[src/rtl/rlud_pkg.sv]
// Shared constants, codes and structs for the run-length UART byte decoder.
// Used by the interfaces, the divider, the bit walker and the top level.
package rlud_pkg;

    localparam int RUN_TIME_BITS = 15;
    localparam int BIT_TIME_W    = 15;
    localparam int FRAME_LEN_W   = 7;
    localparam int COUNT_W       = 8;
    localparam int BYTE_W        = 8;
    localparam int BYTE_IDX_W    = 6;
    localparam int BIT_CNT_W     = 4;
    localparam int CFG_IDX_W     = 1;
    localparam int NUM_W         = RUN_TIME_BITS + 1;
    localparam int DIV_CMP_W     = ((NUM_W > BIT_TIME_W) ? NUM_W : BIT_TIME_W) + COUNT_W + 1;
    localparam int DIV_STEP_W    = 4;

    localparam logic [BIT_TIME_W-1:0]  BIT_TIME_RESET  = BIT_TIME_W'(104);
    localparam logic [FRAME_LEN_W-1:0] FRAME_LEN_RESET = FRAME_LEN_W'(32);
    localparam logic [FRAME_LEN_W-1:0] MAX_FRAME       = FRAME_LEN_W'(64);
    localparam logic [COUNT_W-1:0]     MAX_RUN_BITS    = COUNT_W'(255);

    // bit counter positions inside a frame: start is 0, data 1..8, stop 9
    localparam logic [BIT_CNT_W-1:0] DATA_FIRST = BIT_CNT_W'(1);
    localparam logic [BIT_CNT_W-1:0] DATA_LAST  = BIT_CNT_W'(8);
    localparam logic [BIT_CNT_W-1:0] STOP_BIT   = BIT_CNT_W'(9);

    localparam logic [DIV_STEP_W-1:0] DIV_SAT_STEP = DIV_STEP_W'(COUNT_W);

    typedef enum logic [CFG_IDX_W-1:0] {
        CFG_BIT_TIME  = 1'b0,
        CFG_FRAME_LEN = 1'b1
    } t_cfg_idx;

    typedef struct packed {
        logic                  valid;
        logic [BYTE_W-1:0]     value;
        logic [BYTE_IDX_W-1:0] index;
        logic                  last;
    } t_emit;

    typedef struct packed {
        logic busy;
        logic frame_done;
    } t_walk_stat;

    typedef struct packed {
        logic               clear;
        logic               load;
        logic               level;
        logic [COUNT_W-1:0] count;
    } t_walk_ctl;

endpackage

[src/rtl/rlud_if.sv]
// Channel interfaces of the run-length UART byte decoder: symbol input,
// byte output and register write. Depends on rlud_pkg.
interface rlud_in_if;
    logic                                valid;
    logic                                ready;
    logic                                start_capture;
    logic                                level_a;
    logic [rlud_pkg::RUN_TIME_BITS-1:0]  time_a;
    logic                                level_b;
    logic [rlud_pkg::RUN_TIME_BITS-1:0]  time_b;

    modport source (output valid, start_capture, level_a, time_a, level_b, time_b,
                    input ready);
    modport sink   (input valid, start_capture, level_a, time_a, level_b, time_b,
                    output ready);
endinterface

interface rlud_out_if;
    logic                              valid;
    logic                              ready;
    logic [rlud_pkg::BYTE_W-1:0]       byte_value;
    logic [rlud_pkg::BYTE_IDX_W-1:0]   byte_index;
    logic                              frame_last;

    modport source (output valid, byte_value, byte_index, frame_last, input ready);
    modport sink   (input valid, byte_value, byte_index, frame_last, output ready);
endinterface

interface rlud_cfg_if;
    logic                             valid;
    logic                             ready;
    logic [rlud_pkg::CFG_IDX_W-1:0]   index;
    logic [rlud_pkg::BIT_TIME_W-1:0]  data;

    modport source (output valid, index, data, input ready);
    modport sink   (input valid, index, data, output ready);
endinterface

[src/rtl/rlud_div.sv]
// Iterative rounding divider: run duration to whole bit times, saturated at 255.
// One restoring step per cycle. Depends on rlud_pkg.
module rlud_div (
    input  logic                                i_clk,
    input  logic                                i_rst_n,
    input  logic                                i_start,
    input  logic [rlud_pkg::RUN_TIME_BITS-1:0]  i_time,
    input  logic [rlud_pkg::BIT_TIME_W-1:0]     i_bit_time,
    output logic                                o_done,
    output logic [rlud_pkg::COUNT_W-1:0]        o_bits
);

    logic                                 r_busy;
    logic                                 r_done;
    logic [rlud_pkg::DIV_STEP_W-1:0]      r_step;
    logic [rlud_pkg::NUM_W-1:0]           r_rem;
    logic [rlud_pkg::BIT_TIME_W-1:0]      r_den;
    logic [rlud_pkg::COUNT_W-1:0]         r_quo;

    logic [rlud_pkg::BIT_TIME_W-1:0]      bt;
    logic [rlud_pkg::NUM_W-1:0]           num;
    logic [rlud_pkg::DIV_CMP_W-1:0]       trial;
    logic [rlud_pkg::DIV_CMP_W-1:0]       diff;
    logic                                 ge;

    // zero bit time counts as one microsecond
    assign bt    = (i_bit_time == '0) ? rlud_pkg::BIT_TIME_W'(1) : i_bit_time;
    assign num   = rlud_pkg::NUM_W'(i_time) + rlud_pkg::NUM_W'(bt >> 1);
    assign trial = rlud_pkg::DIV_CMP_W'(r_den) << r_step;
    assign ge    = rlud_pkg::DIV_CMP_W'(r_rem) >= trial;
    assign diff  = rlud_pkg::DIV_CMP_W'(r_rem) - trial;

    always_ff @(posedge i_clk) begin
        if (!i_rst_n) begin
            r_busy <= 1'b0;
            r_done <= 1'b0;
            r_step <= '0;
        end else begin
            r_done <= 1'b0;
            if (i_start) begin
                r_busy <= 1'b1;
                r_step <= rlud_pkg::DIV_SAT_STEP;
            end else if (r_busy) begin
                if ((r_step == rlud_pkg::DIV_SAT_STEP && ge) || r_step == '0) begin
                    r_busy <= 1'b0;
                    r_done <= 1'b1;
                end else begin
                    r_step <= r_step - rlud_pkg::DIV_STEP_W'(1);
                end
            end
        end
    end

    always_ff @(posedge i_clk) begin
        if (i_start) begin
            r_rem <= num;
            r_den <= bt;
            r_quo <= '0;
        end else if (r_busy) begin
            if (r_step == rlud_pkg::DIV_SAT_STEP) begin
                // quotient would not fit in eight bits: saturate
                if (ge) begin
                    r_quo <= rlud_pkg::MAX_RUN_BITS;
                end
            end else begin
                if (ge) begin
                    r_rem <= diff[rlud_pkg::NUM_W-1:0];
                end
                r_quo[r_step[2:0]] <= ge;
            end
        end
    end

    assign o_done = r_done;
    assign o_bits = r_quo;

endmodule

[src/rtl/rlud_walk.sv]
// 8N1 bit walker: consumes a run of equal bits in chunks and emits bytes.
// Holds the decoder state and the frame byte count. Depends on rlud_pkg.
module rlud_walk (
    input  logic                                i_clk,
    input  logic                                i_rst_n,
    input  rlud_pkg::t_walk_ctl                 i_ctl,
    input  logic [rlud_pkg::FRAME_LEN_W-1:0]    i_frame_length,
    input  logic                                i_out_free,
    output rlud_pkg::t_walk_stat                o_stat,
    output rlud_pkg::t_emit                     o_emit
);

    logic                                r_in_byte, n_in_byte;
    logic [rlud_pkg::BIT_CNT_W-1:0]      r_bit_cnt, n_bit_cnt;
    logic [rlud_pkg::BYTE_W-1:0]         r_shift, n_shift;
    logic [rlud_pkg::FRAME_LEN_W-1:0]    r_bytes, n_bytes;
    logic                                r_done, n_done;
    logic                                r_level, n_level;
    logic [rlud_pkg::COUNT_W-1:0]        r_cnt, n_cnt;

    logic                                active;
    logic [rlud_pkg::FRAME_LEN_W-1:0]    limit;
    logic [rlud_pkg::FRAME_LEN_W-1:0]    bytes_nx;
    logic [rlud_pkg::BIT_CNT_W-1:0]      remain;
    logic [rlud_pkg::BIT_CNT_W-1:0]      chunk;
    logic [rlud_pkg::BYTE_W:0]           ones;
    logic [2*rlud_pkg::BYTE_W-1:0]       mask;

    assign active   = (r_cnt != '0) && !r_done;
    assign bytes_nx = r_bytes + rlud_pkg::FRAME_LEN_W'(1);
    assign limit    = (i_frame_length == '0) ? rlud_pkg::FRAME_LEN_W'(1) :
                      (i_frame_length > rlud_pkg::MAX_FRAME) ? rlud_pkg::MAX_FRAME :
                      i_frame_length;

    // data bits still open in this frame, and how many of them this run covers
    assign remain = rlud_pkg::STOP_BIT - r_bit_cnt;
    assign chunk  = (r_cnt < {{(rlud_pkg::COUNT_W-rlud_pkg::BIT_CNT_W){1'b0}}, remain}) ?
                    r_cnt[rlud_pkg::BIT_CNT_W-1:0] : remain;
    assign ones   = ((rlud_pkg::BYTE_W+1)'(1) << chunk) - (rlud_pkg::BYTE_W+1)'(1);
    assign mask   = (2*rlud_pkg::BYTE_W)'(ones) << (r_bit_cnt - rlud_pkg::DATA_FIRST);

    always_comb begin
        n_in_byte    = r_in_byte;
        n_bit_cnt    = r_bit_cnt;
        n_shift      = r_shift;
        n_bytes      = r_bytes;
        n_done       = r_done;
        n_level      = r_level;
        n_cnt        = r_cnt;
        o_emit.valid = 1'b0;
        o_emit.value = r_shift;
        o_emit.index = r_bytes[rlud_pkg::BYTE_IDX_W-1:0];
        o_emit.last  = 1'b0;

        if (i_ctl.clear) begin
            n_in_byte = 1'b0;
            n_bit_cnt = '0;
            n_shift   = '0;
            n_bytes   = '0;
            n_done    = 1'b0;
            n_cnt     = '0;
        end else if (i_ctl.load) begin
            n_level = i_ctl.level;
            n_cnt   = i_ctl.count;
        end else if (active) begin
            if (!r_in_byte) begin
                if (!r_level) begin
                    n_in_byte = 1'b1;
                    n_bit_cnt = rlud_pkg::DATA_FIRST;
                    n_shift   = '0;
                    n_cnt     = r_cnt - rlud_pkg::COUNT_W'(1);
                end else begin
                    // skip idle high
                    n_cnt = '0;
                end
            end else begin
                case (r_bit_cnt) inside
                    [rlud_pkg::DATA_FIRST:rlud_pkg::DATA_LAST]: begin
                        if (r_level) begin
                            n_shift = r_shift | mask[rlud_pkg::BYTE_W-1:0];
                        end
                        n_bit_cnt = r_bit_cnt + chunk;
                        n_cnt     = r_cnt - rlud_pkg::COUNT_W'(chunk);
                    end
                    rlud_pkg::STOP_BIT: begin
                        if (r_level) begin
                            // hold until the output register can take the byte
                            if (i_out_free) begin
                                o_emit.valid = 1'b1;
                                o_emit.last  = (bytes_nx >= limit);
                                n_bytes      = bytes_nx;
                                n_done       = (bytes_nx >= limit);
                                n_in_byte    = 1'b0;
                                n_bit_cnt    = '0;
                                n_shift      = '0;
                                n_cnt        = r_cnt - rlud_pkg::COUNT_W'(1);
                            end
                        end else begin
                            // framing error: drop the byte
                            n_in_byte = 1'b0;
                            n_bit_cnt = '0;
                            n_shift   = '0;
                            n_cnt     = r_cnt - rlud_pkg::COUNT_W'(1);
                        end
                    end
                    default: begin
                        n_in_byte = 1'b0;
                        n_bit_cnt = '0;
                        n_shift   = '0;
                    end
                endcase
            end
        end
    end

    always_ff @(posedge i_clk) begin
        if (!i_rst_n) begin
            r_in_byte <= 1'b0;
            r_bit_cnt <= '0;
            r_shift   <= '0;
            r_bytes   <= '0;
            r_done    <= 1'b0;
            r_cnt     <= '0;
        end else begin
            r_in_byte <= n_in_byte;
            r_bit_cnt <= n_bit_cnt;
            r_shift   <= n_shift;
            r_bytes   <= n_bytes;
            r_done    <= n_done;
            r_cnt     <= n_cnt;
        end
    end

    always_ff @(posedge i_clk) begin
        r_level <= n_level;
    end

    assign o_stat.busy       = active;
    assign o_stat.frame_done = r_done;

endmodule

[src/rtl/run_length_uart_byte_decoder.sv]
// Top level of the run-length UART byte decoder: sequencer, registers, output stage.
// Depends on rlud_pkg, rlud_if, rlud_div and rlud_walk.
//
//  channel  | dir | handshake      | payload
//  ---------+-----+----------------+---------------------------------------------
//  i_in     | in  | valid / ready  | start_capture, level_a, time_a, level_b, time_b
//  o_out    | out | valid / ready  | byte_value, byte_index, frame_last
//  i_cfg    | in  | valid / ready  | index (0 bit_time_us, 1 frame_length), data
//
// One symbol at a time: the divider turns a run into whole bit times, one restoring
// step a cycle, and stops early when the count saturates at 255. The walker then takes
// one chunk per cycle (idle-high run, start bit, data bits, stop bit) unless a stop bit
// waits for the output register, then hands back to the sequencer. i_in.ready is high
// only between symbols.
// A byte that finds the output register full stalls the walker until o_out drains.
// Reset is synchronous; i_cfg is always ready.
module run_length_uart_byte_decoder (
    input  logic         i_clk,
    input  logic         i_rst_n,
    rlud_in_if.sink      i_in,
    rlud_out_if.source   o_out,
    rlud_cfg_if.sink     i_cfg
);

    typedef enum logic [4:0] {
        S_IDLE   = 5'b00001,
        S_DIV_A  = 5'b00010,
        S_WALK_A = 5'b00100,
        S_DIV_B  = 5'b01000,
        S_WALK_B = 5'b10000
    } t_state;

    t_state                                r_state, n_state;
    logic [rlud_pkg::BIT_TIME_W-1:0]       r_bit_time;
    logic [rlud_pkg::FRAME_LEN_W-1:0]      r_frame_len;
    logic                                  r_level_a;
    logic                                  r_level_b;
    logic [rlud_pkg::RUN_TIME_BITS-1:0]    r_time_b;
    logic                                  r_out_valid;
    logic [rlud_pkg::BYTE_W-1:0]           r_out_value;
    logic [rlud_pkg::BYTE_IDX_W-1:0]       r_out_index;
    logic                                  r_out_last;

    logic                                  in_accept;
    logic                                  div_start;
    logic [rlud_pkg::RUN_TIME_BITS-1:0]    div_time;
    logic                                  div_done;
    logic [rlud_pkg::COUNT_W-1:0]          div_bits;
    logic                                  out_free;
    rlud_pkg::t_walk_ctl                   w_ctl;
    rlud_pkg::t_walk_stat                  w_stat;
    rlud_pkg::t_emit                       w_emit;

    assign i_in.ready  = (r_state == S_IDLE);
    assign i_cfg.ready = 1'b1;
    assign in_accept   = i_in.valid && i_in.ready;
    assign out_free    = !r_out_valid || o_out.ready;

    assign div_start = in_accept || (r_state == S_WALK_A && !w_stat.busy);
    assign div_time  = (r_state == S_IDLE) ? i_in.time_a : r_time_b;

    assign w_ctl.clear = in_accept && i_in.start_capture;
    assign w_ctl.load  = div_done && (r_state == S_DIV_A || r_state == S_DIV_B);
    assign w_ctl.level = (r_state == S_DIV_A) ? r_level_a : r_level_b;
    assign w_ctl.count = div_bits;

    rlud_div u_div (
        .i_clk      (i_clk),
        .i_rst_n    (i_rst_n),
        .i_start    (div_start),
        .i_time     (div_time),
        .i_bit_time (r_bit_time),
        .o_done     (div_done),
        .o_bits     (div_bits)
    );

    rlud_walk u_walk (
        .i_clk          (i_clk),
        .i_rst_n        (i_rst_n),
        .i_ctl          (w_ctl),
        .i_frame_length (r_frame_len),
        .i_out_free     (out_free),
        .o_stat         (w_stat),
        .o_emit         (w_emit)
    );

    always_comb begin
        n_state = r_state;
        case (r_state)
            S_IDLE:   if (in_accept)      n_state = S_DIV_A;
            S_DIV_A:  if (div_done)       n_state = S_WALK_A;
            S_WALK_A: if (!w_stat.busy)   n_state = S_DIV_B;
            S_DIV_B:  if (div_done)       n_state = S_WALK_B;
            S_WALK_B: if (!w_stat.busy)   n_state = S_IDLE;
            default:                      n_state = S_IDLE;
        endcase
    end

    always_ff @(posedge i_clk) begin
        if (!i_rst_n) begin
            r_state     <= S_IDLE;
            r_bit_time  <= rlud_pkg::BIT_TIME_RESET;
            r_frame_len <= rlud_pkg::FRAME_LEN_RESET;
            r_out_valid <= 1'b0;
        end else begin
            r_state <= n_state;
            if (i_cfg.valid) begin
                case (i_cfg.index)
                    rlud_pkg::CFG_BIT_TIME:  r_bit_time  <= i_cfg.data;
                    rlud_pkg::CFG_FRAME_LEN: r_frame_len <= i_cfg.data[rlud_pkg::FRAME_LEN_W-1:0];
                    default: ;
                endcase
            end
            if (w_emit.valid) begin
                r_out_valid <= 1'b1;
            end else if (o_out.ready) begin
                r_out_valid <= 1'b0;
            end
        end
    end

    always_ff @(posedge i_clk) begin
        if (in_accept) begin
            r_level_a <= i_in.level_a;
            r_level_b <= i_in.level_b;
            r_time_b  <= i_in.time_b;
        end
        if (w_emit.valid) begin
            r_out_value <= w_emit.value;
            r_out_index <= w_emit.index;
            r_out_last  <= w_emit.last;
        end
    end

    assign o_out.valid      = r_out_valid;
    assign o_out.byte_value = r_out_value;
    assign o_out.byte_index = r_out_index;
    assign o_out.frame_last = r_out_last;

`ifndef ASSERT_OFF
    a_emit_needs_room: assert property (@(posedge i_clk) disable iff (!i_rst_n)
        w_emit.valid |-> out_free)
        else $error("byte emitted while output register is held");

    a_no_emit_after_frame: assert property (@(posedge i_clk) disable iff (!i_rst_n)
        w_stat.frame_done |-> !w_emit.valid)
        else $error("byte emitted after frame completed");

    a_idle_walker_quiet: assert property (@(posedge i_clk) disable iff (!i_rst_n)
        (r_state == S_IDLE) |-> !w_stat.busy)
        else $error("walker still busy between symbols");
`endif

endmodule
[src/flat_wrapper.sv]
// flat-port wrapper written by rule: the top's interface ports become plain ports
module run_length_uart_byte_decoder_flat 
  (i_clk, i_rst_n, i_in_valid, i_in_start_capture, i_in_level_a, i_in_time_a, i_in_level_b, i_in_time_b, i_in_ready, o_out_valid, o_out_byte_value, o_out_byte_index, o_out_frame_last, o_out_ready, i_cfg_valid, i_cfg_index, i_cfg_data, i_cfg_ready);
  rlud_in_if i_in_i ();
  rlud_out_if o_out_i ();
  rlud_cfg_if i_cfg_i ();
  input  logic i_clk;
  input  logic i_rst_n;
  input wire logic [$bits(i_in_i.valid)-1:0] i_in_valid;
  input wire logic [$bits(i_in_i.start_capture)-1:0] i_in_start_capture;
  input wire logic [$bits(i_in_i.level_a)-1:0] i_in_level_a;
  input wire logic [$bits(i_in_i.time_a)-1:0] i_in_time_a;
  input wire logic [$bits(i_in_i.level_b)-1:0] i_in_level_b;
  input wire logic [$bits(i_in_i.time_b)-1:0] i_in_time_b;
  output wire logic [$bits(i_in_i.ready)-1:0] i_in_ready;
  output wire logic [$bits(o_out_i.valid)-1:0] o_out_valid;
  output wire logic [$bits(o_out_i.byte_value)-1:0] o_out_byte_value;
  output wire logic [$bits(o_out_i.byte_index)-1:0] o_out_byte_index;
  output wire logic [$bits(o_out_i.frame_last)-1:0] o_out_frame_last;
  input wire logic [$bits(o_out_i.ready)-1:0] o_out_ready;
  input wire logic [$bits(i_cfg_i.valid)-1:0] i_cfg_valid;
  input wire logic [$bits(i_cfg_i.index)-1:0] i_cfg_index;
  input wire logic [$bits(i_cfg_i.data)-1:0] i_cfg_data;
  output wire logic [$bits(i_cfg_i.ready)-1:0] i_cfg_ready;
  assign i_in_i.valid = i_in_valid;
  assign i_in_i.start_capture = i_in_start_capture;
  assign i_in_i.level_a = i_in_level_a;
  assign i_in_i.time_a = i_in_time_a;
  assign i_in_i.level_b = i_in_level_b;
  assign i_in_i.time_b = i_in_time_b;
  assign i_in_ready = i_in_i.ready;
  assign o_out_valid = o_out_i.valid;
  assign o_out_byte_value = o_out_i.byte_value;
  assign o_out_byte_index = o_out_i.byte_index;
  assign o_out_frame_last = o_out_i.frame_last;
  assign o_out_i.ready = o_out_ready;
  assign i_cfg_i.valid = i_cfg_valid;
  assign i_cfg_i.index = i_cfg_index;
  assign i_cfg_i.data = i_cfg_data;
  assign i_cfg_ready = i_cfg_i.ready;
  run_length_uart_byte_decoder u_core (.i_clk(i_clk), .i_rst_n(i_rst_n), .i_in(i_in_i), .o_out(o_out_i), .i_cfg(i_cfg_i));
endmodule
[config.mk]
export PLATFORM = sky130hd
export DESIGN_NAME = run_length_uart_byte_decoder_flat
export DESIGN_NICKNAME = d
export VERILOG_FILES = /design/src/rtl/rlud_pkg.sv /design/src/rtl/rlud_if.sv /design/src/rtl/rlud_div.sv /design/src/rtl/rlud_walk.sv /design/src/rtl/run_length_uart_byte_decoder.sv /design/src/flat_wrapper.sv
export SDC_FILE = /design/constraint.sdc
export NUM_CORES = 1
export LEC_CHECK = 0
export BUFFER_PORTS_ARGS = -buffer_cell sky130_fd_sc_hd__buf_4
export CORE_MARGIN = 4
export CORE_UTILIZATION = 55
export DETAILED_ROUTE_END_ITERATION = 6
export GPL_TIMING_DRIVEN = 0
export PLACE_DENSITY = 0.71
export SLEW_MARGIN = 30
export SYNTH_ARGS = -nofsm -noshare
export SYNTH_HDL_FRONTEND = slang
export SYNTH_HIERARCHICAL = 1
export SYNTH_SLANG_ARGS = --single-unit
export TNS_END_PERCENT = 100
[constraint.sdc]
create_clock -name i_clk -period 5.2 [get_ports i_clk]
set_clock_uncertainty 0.05 [all_clocks]
set_input_delay 0.26 -clock i_clk [delete_from_list [all_inputs] [get_ports i_clk]]
set_output_delay 0.26 -clock i_clk [all_outputs]
set_load 0.03 [all_outputs]
# Word level (Yosys, flattened, before mapping)
# Index checks and enable logic that the tools add are counted.
# totals
regBits	135
latchBits	0
mem_bits_rw	0
romBits	0
input_bits	54
output_inout_bits	18
elab_cells	184
memories	0
# op_classes
addsub	10
mul	0
div	0
magnitude_cmp	8
eq_ne	20
shift	3
n_mux	65
bitwise_logic	13
reduce_logical	40
# op_table
cell	n
two-way mux 8 bit	17
two-way mux 16 bit	4
two-way mux 4 bit	10
two-way mux 15 bit	2
greater-or-equal comparator 16 x 25 -> 1 bit	1
two-way mux 5 bit	5
case mux 5 bit (5 select lines)	1
<< shifter 15 x 4 -> 25 bit	1
two-way mux 1 bit	22
adder 15 x 14 -> 16 bit	1
subtractor 16 bit	1
zero test 15 bit	1
two-way mux 7 bit	2
!= test 2 bit, second input constant	7
AND reduction 2 bit	7
NOT 1 bit	12
AND reduction 5 bit	2
<< shifter 1 x 4 -> 9 bit, first input constant	1
<< shifter 9 x 4 -> 8 bit	1
subtractor 9 x 2 -> 9 bit, second input constant	1
bitwise mux 8 bit	1
equality test 4 bit, second input constant	2
logical AND 1 bit	8
< comparator 8 x 4 -> 1 bit	1
36 further kinds	48

# Logic depth before layout (Yosys ltp)
# Gate-level depths: netlist of the first run.
# logic_depth
ltp_word	11
mapped_depth	18
depth_no_buf	18

# Hierarchy
# The synthesis of the first run kept the hierarchy.
# modules_own_cells
module	n_inst	cells_per_inst	area_each_um2	seq_area_each_um2
rlud_div	1	499	4327.9	1211.2
rlud_walk	1	383	2890.3	610.6
run_length_uart_byte_decoder	1	198	2438.6	1521.5

# Worst setup path after synthesis of the first run
# No wires, ideal clock.
# synth_path
kind	register to register
startpoint	reg u_core/u_div/r_step[1] (netlist bit)
endpoint	reg u_core/u_div/r_rem[0] (netlist bit), enable pin
setup_time_ns	0.411
arrival_time_ns	4.239
t_required_ns	4.739
setup_slack_ns	0.500
path_stages_with_launch	16
n_path_buf	3
synth_period_minus_slack_ns	4.700
path_cell_list	dfxtp_1 > buf_6 > clkbuf_8 > clkbuf_1 > mux2i_1 > nand2_1 > a31o_2 > nand2b_1 > ha_1 > o211ai_1 > nor2_1 > o21ai_0 > a21boi_0 > o31ai_4 > a211o_4 > o21ai_0
# synth_between
elab_chain_cells	4
word_cells_on_any_way	6
cone_classes	1 x order compare; 2 x eq/ne; 1 x shift; 2 x reduce/logical
# synth_lines
element	line_no	source
start, declared	rlud_div.sv:15	logic [rlud_pkg::DIV_STEP_W-1:0] r_step;
start signal, assigned	rlud_div.sv:42	r_step <= rlud_pkg::DIV_SAT_STEP;
start signal, assigned	rlud_div.sv:48	r_step <= r_step - rlud_pkg::DIV_STEP_W'(1);
<< shifter 15 x 4 -> 25 bit	rlud_div.sv:29	assign trial = rlud_pkg::DIV_CMP_W'(r_den) << r_step;
greater-or-equal comparator 16 x 25 -> 1 bit	rlud_div.sv:30	assign ge = rlud_pkg::DIV_CMP_W'(r_rem) >= trial;
nonzero test 2 bit (no line)	-	
AND reduction 3 bit (no line) (*)	-	
end signal, assigned	rlud_div.sv:56	r_rem <= num;
end signal, assigned	rlud_div.sv:67	r_rem <= diff[rlud_pkg::NUM_W-1:0];
end, declared	rlud_div.sv:16	logic [rlud_pkg::NUM_W-1:0] r_rem;
# Every way passes the cells marked *; elsewhere a longest branch is shown, timed or not.
# A chain may end at the register's enable or synchronous reset.

# Worst setup path in the final report of the first run
# layout_path
startpoint	reg u_core/u_div/r_step[1] (netlist bit)
endpoint	reg u_core/u_div/r_rem[10] (netlist bit), enable pin
# Same word-level chain as after synthesis.

==> results of run 1 <==
-- power by group through the flow --
| stage | clock network (mW) | registers, mW | logic (mW) |
|---|---|---|---|
| CTS | 1.19 | 1.39 | 3.29 |
| finish | 1.16 | 1.39 | 3.36 |
| global placement | 0 | 1.41 | 3.25 |
| floorplan | 0 | 1.38 | 2.60 |
| detailed placement | 0 | 1.41 | 3.25 |
| global route | 1.24 | 1.40 | 3.73 |
-- worst min path at each step --
stage	startpoint	to	slack, ns	depth (start not counted)
global placement	u_core/u_walk/r_shift[2]	u_core/o_out.byte_value[2]	0.37	0
floorplan	i_rst_n	u_core/r_bit_time[3]	0.28	1
CTS	i_cfg_data[6]	u_core/r_bit_time[6]	0.01	3
global route	i_cfg_data[8]	u_core/r_bit_time[8]	0.03	3
detailed placement	u_core/u_walk/r_shift[2]	u_core/o_out.byte_value[2]	0.37	0
finish	i_cfg_data[3]	u_core/r_bit_time[3]	0.02	3
-- area by class of cell --
cell class / instances / area [um2] / area share (%)
timing repair buffer: 87 / 703 / 6.27
multi-input combinational: 831 / 5660 / 50.5
clock buffer: 20 / 468 / 4.17
buffer: 72 / 498 / 4.44
sequential: 135 / 3340 / 29.8
inverter: 41 / 159 / 1.42
clock inverter: 12 / 106 / 0.948
tap: 225 / 282 / 2.51
-- sequential cells by signal, indices dropped and copies added, names as in the netlist, 5 cells and up --
| register | flops |
|---|---|
| u_core/u_walk/r_shift | 8 |
| u_core/r_frame_len | 7 |
| u_core/u_div/r_den | 15 |
| u_core/u_div/o_bits | 8 |
| u_core/r_state | 5 |
| u_core/u_walk/r_bytes | 7 |
| u_core/o_out.byte_value | 8 |
| u_core/r_time_b | 15 |
| u_core/u_walk/r_cnt | 8 |
| u_core/u_div/r_rem | 16 |
| u_core/o_out.byte_index | 6 |
| u_core/r_bit_time | 15 |
-- what timing repair did --
| item | in CTS | in global routing |
|---|---|---|
| hold endpoints to repair | 17 | 0 |
| hold buffers | 17 | 0 |
| buffers inserted | 0 | 0 |
-- worst min-delay path: stages --
cell	delay, ns
sky130_fd_sc_hd__buf_4	0.09
sky130_fd_sc_hd__nand2_1	0.04
sky130_fd_sc_hd__nand3_1	0.06
-- per-layer routing --
| layer | wire, um | global-route usage, % | part of all wire, % |
|---|---|---|---|
| met4 | 504 | 7.50 | 2.0 |
| met2 | 11600 | 40.6 | 46 |
| met5 | 0 | 0 | 0 |
| met3 | 1820 | 5.57 | 7.2 |
| met1 | 11300 | 35.6 | 45 |
-- metrics by stage --
step / TNS (ns) / setup slack (ns) / hold WS, ns / total power [mW] / util [%]
floorplan: 0 / 0.500 / 0.282 / 3.97 / -
global placement: -14.35 / -0.898 / 0.365 / 4.66 / 60.6
detailed placement: 0 / 0.555 / 0.369 / 4.66 / 60.8
CTS: 0 / 0.492 / 0.0108 / 5.86 / 65.1
global route: 0 / 0.190 / 0.0260 / 6.37 / 65.1
finish: 0 / 0.439 / 0.0214 / 5.91 / 65.1
==> results.md, run 1 <==
- The flow ran to the end, and the final reports show no timing, DRC or antenna violations.
- In this run the power density over the cells is around 530 nW/um2.
- The placed standard-cell area is 10500 um2.
- The post-route fraction of the period consumed by the critical path is 91.6%.
- The final route contains approximately 8500 vias.
- The share of final-layout standard cells stronger than drive strength 1 is between 10% and 20%.
- The max capacitance violation total is 0.
- For this configuration, the core starts out at a cell density of a little under three fifths.
- Net switching is 44.2% of the power.
- The relative contribution of sequential cells to total power is 23.5%.
- The worst-skew pair later-pin latency is about 0.42 ns.
- Measured along the y axis, the die boundary spans ~140 um.
- The average vias per placed instance is around 6.0.
- The post-CTS clock slew at the launch and capture registers of the worst setup and hold paths is ~0.07 ns.
- For this run, the top clock speed supported by timing is 210 MHz.
- The number of setup violations in the final report is 0.
- The iteration count of the initial detailed-routing pass is 5.
- The required time of the critical path is 5.28 ns.
- On the worst path, the slowest cell contributes a delay of around 0.5 ns.
- The die covers just under 20000 um2.
- The slew at the pin with the worst max-slew slack is ~0.8 ns.
- The internal portion of the total power is roughly 3.3 mW.
- The number of levels the H-tree was split into is 4.
- In the layout the commonest cells are sky130_fd_sc_hd__nand2_1 (119), sky130_fd_sc_hd__a21oi_1 (103), sky130_fd_sc_hd__buf_4 (82).
- The kind of cell with the highest combined delay on the critical path is compound AO/OA/AOI/OAI gates.
- The area growth from synthesis to layout is 16.3%.
- The most critical setup path has its endpoint at u_core/u_div/r_rem[10].
- Of all nets on the critical path, the largest fanout is 11.
- The most critical setup path has its startpoint at u_core/u_div/r_step[1].
- In the final routed layout, each cell accounts on average for between 15 and 20 um.
- Counting cells, the worst reg-to-reg path comes to 16.
- The violation count after the first detailed-routing iteration is 634.
- The overall fraction of global-route tracks in use is 25.7%.
- The worst setup path is captured at a flip-flop.
- The worst max-slew margin expressed relative to the limit is 46.5%.
- The synthesized netlist occupies a cell area of 9650 um2.
- The final estimated routing congestion in global placement is 0.917.
- The initial antenna violation count came to 0.
- Across all register-to-register paths, the minimum setup slack is about 0.44 ns.
- The buffering stage count on the worst path with inverters included is 4.
- In this run the critical register-to-register path is captured at u_core/u_div/r_rem[10].
- The number of hold violations in the final report is 0.
- The final wirelength is 25200 um.
- 72 I/O pins were placed.
- The repair_antennas step left the layout with diodes totalling 0.
- The first global-routing pass estimated ~41000 um of wire.
- For this design the static power due to leakage is 4.48 nW.
- The final-report max-slew violation count came to 0.
- The worst-case vdd ir drop is 0.515 mV.
- The count of cells in the finished layout, fillers not included, comes to between 1000 and 1500.
- The HPWL after detailed placement is 18700 um.
- The cell with the most instances on the worst path is sky130_fd_sc_hd__buf_6.
- The die boundary width is 140 um.
- The maximum number of pins on one net before global-route repair is 24.
- The root buffer cell chosen for the clock tree is sky130_fd_sc_hd__clkbuf_16.
- By startpoint and endpoint, the worst setup path is classified as reg -> reg.
- Leaving out fill and tap cells, the most frequent cell in the layout is sky130_fd_sc_hd__nand2_1.
- The critical path crosses 16 cells after its start point.
- The net switching power is 2.61 mW.
- Combinational cells account for 56.8% of the total power.
- The number of warnings reported in the yosys synthesis log is 6.
- The total of buffers placed on input and output ports is 68.
- The core box area is 17200 um2.
- Data arrives at the worst endpoint at 4.84 ns.
- Setup repair after global routing left no endpoint under its margin.
- The class of the worst hold path is in -> reg.
- The via count of the first global-routing pass is about 8000.
- The initialized floorplan defines 48 standard-cell rows.
- The count of nets left with antenna violations once routing finished came out at 0.
- The part of the total power dissipated in the clock network is 19.7%.
- The finished cells cover around 11000 um2.
- Walking the worst path, the cells encountered are buf_6, clkbuf_8, clkbuf_1, mux2i_1, nand2_1, a31o_2, nand2b_1, ha_1, o211ai_1, nor2_1, o21ai_0, a21boi_0, o31ai_4, a211o_4, o21ai_2, buf_6.
- The slowest cell on the critical path is sky130_fd_sc_hd__a21boi_0.
- The worst register-to-register path begins at u_core/u_div/r_step[1].
- The number of clock buffers added by TritonCTS is 17.
- The total DRC errors in the routed layout is 0.
- The clock tree from TritonCTS is built.
- The net count of the finished layout is 1294.
- The cell count after placement is 1374.
- The minimum period implied by the final worst setup slack is 4.76 ns.
- Dividing the synthesized area by the synthesized cell count gives just under 9 um2.
- The gate count of the mapped netlist is around 1100.
- Gates resized during post-CTS repair numbered 0.
- For this design, the sink count on the clock tree is 135.
- The deepest clock path buffer count is 2.
- The number of nets produced by synthesis is 1188.
- The number of inserted filler cells in the final layout is 1440.
- The worst setup path is launched from a flip-flop.
- After global routing the overflow that remains totals 0.
Note: power is estimated with default switching activity, not from simulation.
==> run 2, diff against run 1 <==
--- a/config.mk
+++ b/config.mk
@@ -7,10 +7,10 @@
 export LEC_CHECK = 0
 export BUFFER_PORTS_ARGS = -buffer_cell sky130_fd_sc_hd__buf_4
 export CORE_MARGIN = 4
-export CORE_UTILIZATION = 55
+export CORE_UTILIZATION = 62
 export DETAILED_ROUTE_END_ITERATION = 6
 export GPL_TIMING_DRIVEN = 0
-export PLACE_DENSITY = 0.71
+export PLACE_DENSITY = 0.79
 export SLEW_MARGIN = 30
 export SYNTH_ARGS = -nofsm -noshare
 export SYNTH_HDL_FRONTEND = slang
==> run 2 against run 1 <==
Against the previous run: core utilization is 8.4 points higher; final area is 0.48% lower; critical path depth is 1 higher; global-route usage is 3.2 points higher; total power is 1.0% higher; register-to-register slack better by 0.16 ns; clock power hardly changed; sequential share of layout area is 0.14 points higher.
==> results.md, run 2 (synthesized netlist as in run 1, its figures left out) <==
- The run finished with clean final reports.
- The max capacitance violation total is 0.
- Cells with a size suffix above 1 make up between 10% and 20% of the layout.
- The number of setup buffers added after CTS is 0.
- The post-route fraction of the period consumed by the critical path is 88.4%.
- The worst max-slew margin expressed relative to the limit is 49.2%.
- Dividing the detail-routed wire length by the instance count gives 18.5 um.
- The remaining global-route overflow is 0.
- The vias after detailed routing is 8768.
- The number of hold violations in the final report is 0.
- After layout, the design draws a total of 5.97 mW.
- The final wirelength is about 26000 um.
- The worst-path maximum fanout is 8.
- The startpoint type of the worst setup path is a flip-flop.
- The static leakage power is 4.47 nW.
- The signal on the critical path passes through inv_1, ha_1, xnor2_1, ha_1, o311a_2, o21ai_1, a21boi_1, inv_2, nand4_1, ha_1, inv_1, nor2_1, a31oi_1, o32a_1, mux2i_1, a221oi_1, a22o_1.
- In the detailed route, the total length drawn on met2 is 12000 um.
- The count of antenna-violating nets left after detailed routing is 0.
- The endpoint kind of the worst setup timing path is a flip-flop.
- The count of instances resized after the clock tree is built is 0.
- The congestion estimate from routability-driven global placement came to 0.951.
- The type of the worst setup path is reg -> reg.
- The number of levels the H-tree was split into is 4.
- For the pin with the worst max-slew slack, the measured transition is between 0.7 and 0.8 ns.
- Setup repair after global routing left no endpoint under its margin.
- The first detailed-routing pass ran for 5 iterations.
- The total met3 wirelength after detailed routing is around 1800 um.
- The maximum number of pins on one net before global-route repair is 24.
- The initial antenna violation count came to 0.
- Leaving out fill and tap cells, the most frequent cell in the layout is sky130_fd_sc_hd__nand2_1.
- The final cell count without fillers is about 1400.
- After clock tree synthesis, the clock-pin slew on the worst setup and hold paths is ~0.06 ns.
- The critical path arrival is 4.85 ns.
- The largest register by flop count is u_core/u_div/r_rem.
- Detailed placement ended at an HPWL of 18800 um.
- The die boundary width is ~130 um.
- The area growth from synthesis to layout is 15.7%.
- The cell chosen for the clock root is sky130_fd_sc_hd__clkbuf_16.
- Input and output buffers added on the ports amount to 68.
- Counting I/O delays and the setup requirement, the final critical path takes 4.60 ns.
- The die covers 17600 um2.
- The total number of placement rows is between 40 and 50.
- No sink is reached through more buffers than the 2 on the longest clock path.
- The worst-case vdd ir drop is 0.382 mV.
- The number of primary I/O pins is 72.
- Dividing the detail-routed via count by the number of cells gives ~6.3.
- The number of sinks driven by the clock tree is 135.
- In the final routing, the length of wire on met1 measures 11400 um.
- The cell count after placement is 1337.
- The worst-skew pair later-pin latency is 0.42 ns.
- In this run the standard cell core region covers ~15000 um2.
- The number of setup violations in the final report is 0.
- Hold timing on the final database bottoms out at a slack of 0.0418 ns.
- The die is 133 um tall.
- The violation count after the first detailed-routing iteration is 966.
- The number of antenna diodes in the final layout is 0.
- Leaving out fill and tap cells, the most frequent cells in the layout are sky130_fd_sc_hd__nand2_1 (119), sky130_fd_sc_hd__a21oi_1 (103), sky130_fd_sc_hd__buf_4 (82).
- The starting density of the core is 63.5%.
- TritonCTS built the clock tree.
- In this run the top signal layer used is met4.
- The number of buffers added by the clock tree synthesis step is 17.
- The via count of the first global-routing pass is 8472.
- The overall fraction of global-route tracks in use is 28.9%.
- The cell with the most instances on the worst path is sky130_fd_sc_hd__ha_1.
- The first global-routing pass estimated 41700 um of wire.
- The slowest cell on the critical path is sky130_fd_sc_hd__dfxtp_1.
- The highest achievable clock rate is 218 MHz.
- Grouping stages by cell kind, the critical path spends the most delay in compound AO/OA/AOI/OAI gates.
- The final-report max-slew violation count is 0.
- The register with the most flip-flops in the layout has 16 of them.
- The required time of the critical path is 5.45 ns.
- The buffering stage count on the worst path with inverters included is 3.
- After the last flow step, the layout net total stands at 1294.
- The path class of the tightest hold or removal check is in -> reg.
- The number of hold buffers added after cts is 17.
- In this design, the stage delay of the slowest critical-path cell is 0.54 ns.
- Power spread over the standard cell area amounts to 535 nW/um2.
- The total DRC errors in the routed layout is 0.
-- run 2: worst min-delay path, stage by stage --
cell and delay (ns):
sky130_fd_sc_hd__buf_4 0.09, sky130_fd_sc_hd__nand2_1 0.05, sky130_fd_sc_hd__nand3_1 0.08
-- run 2: where the power goes --
part / total (mW) / internal [mW] / switching [mW]
clock network: 1.16 / 0.706 / 0.457
registers: 1.40 / 1.29 / 0.106
logic: 3.41 / 1.34 / 2.07
total: 5.97 / 3.34 / 2.63
-- run 2: final cells by class --
class,count,area [um2]
clock inverter,12,130
inverter,41,159
clock buffer,20,437
timing repair buffer,87,703
fill,1126,4040
buffer,72,498
sequential,135,3340
tap,188,235
multi-input combinational,831,5660
-- run 2: final timing paths --
path / from / slack (ns) / cells past startpoint / end
max: u_core/u_walk/r_bit_cnt[1] / 0.60 / 17 / u_core/u_walk/r_shift[7]
min: i_cfg_data[6] / 0.04 / 3 / u_core/r_bit_time[6]
max reg2reg: u_core/u_walk/r_bit_cnt[1] / 0.60 / 17 / u_core/u_walk/r_shift[7]
min reg2reg: u_core/u_walk/r_shift[6] / 0.38 / 0 / u_core/o_out.byte_value[6]
-- run 2: layer usage --
metal | vias to the layer above | GRT usage, %
met3 | 44 | 5.59
met2 | 407 | 47.5
met4 | 0 | 8.37
li1 | 4159 | -
met5 | - | 0
met1 | 4158 | 39.0
-- run 2: through the flow --
stage | setup slack [ns] | area, um2 | setup TNS [ns] | util (%)
floorplan | 0.500 | 9650 | 0 | -
CTS | 0.693 | 11200 | 0 | 73.4
global placement | -0.663 | 10400 | -10.59 | 68.4
finish | 0.602 | 11200 | 0 | 73.4
detailed placement | 0.740 | 10400 | 0 | 68.6
global route | 0.300 | 11200 | 0 | 73.4
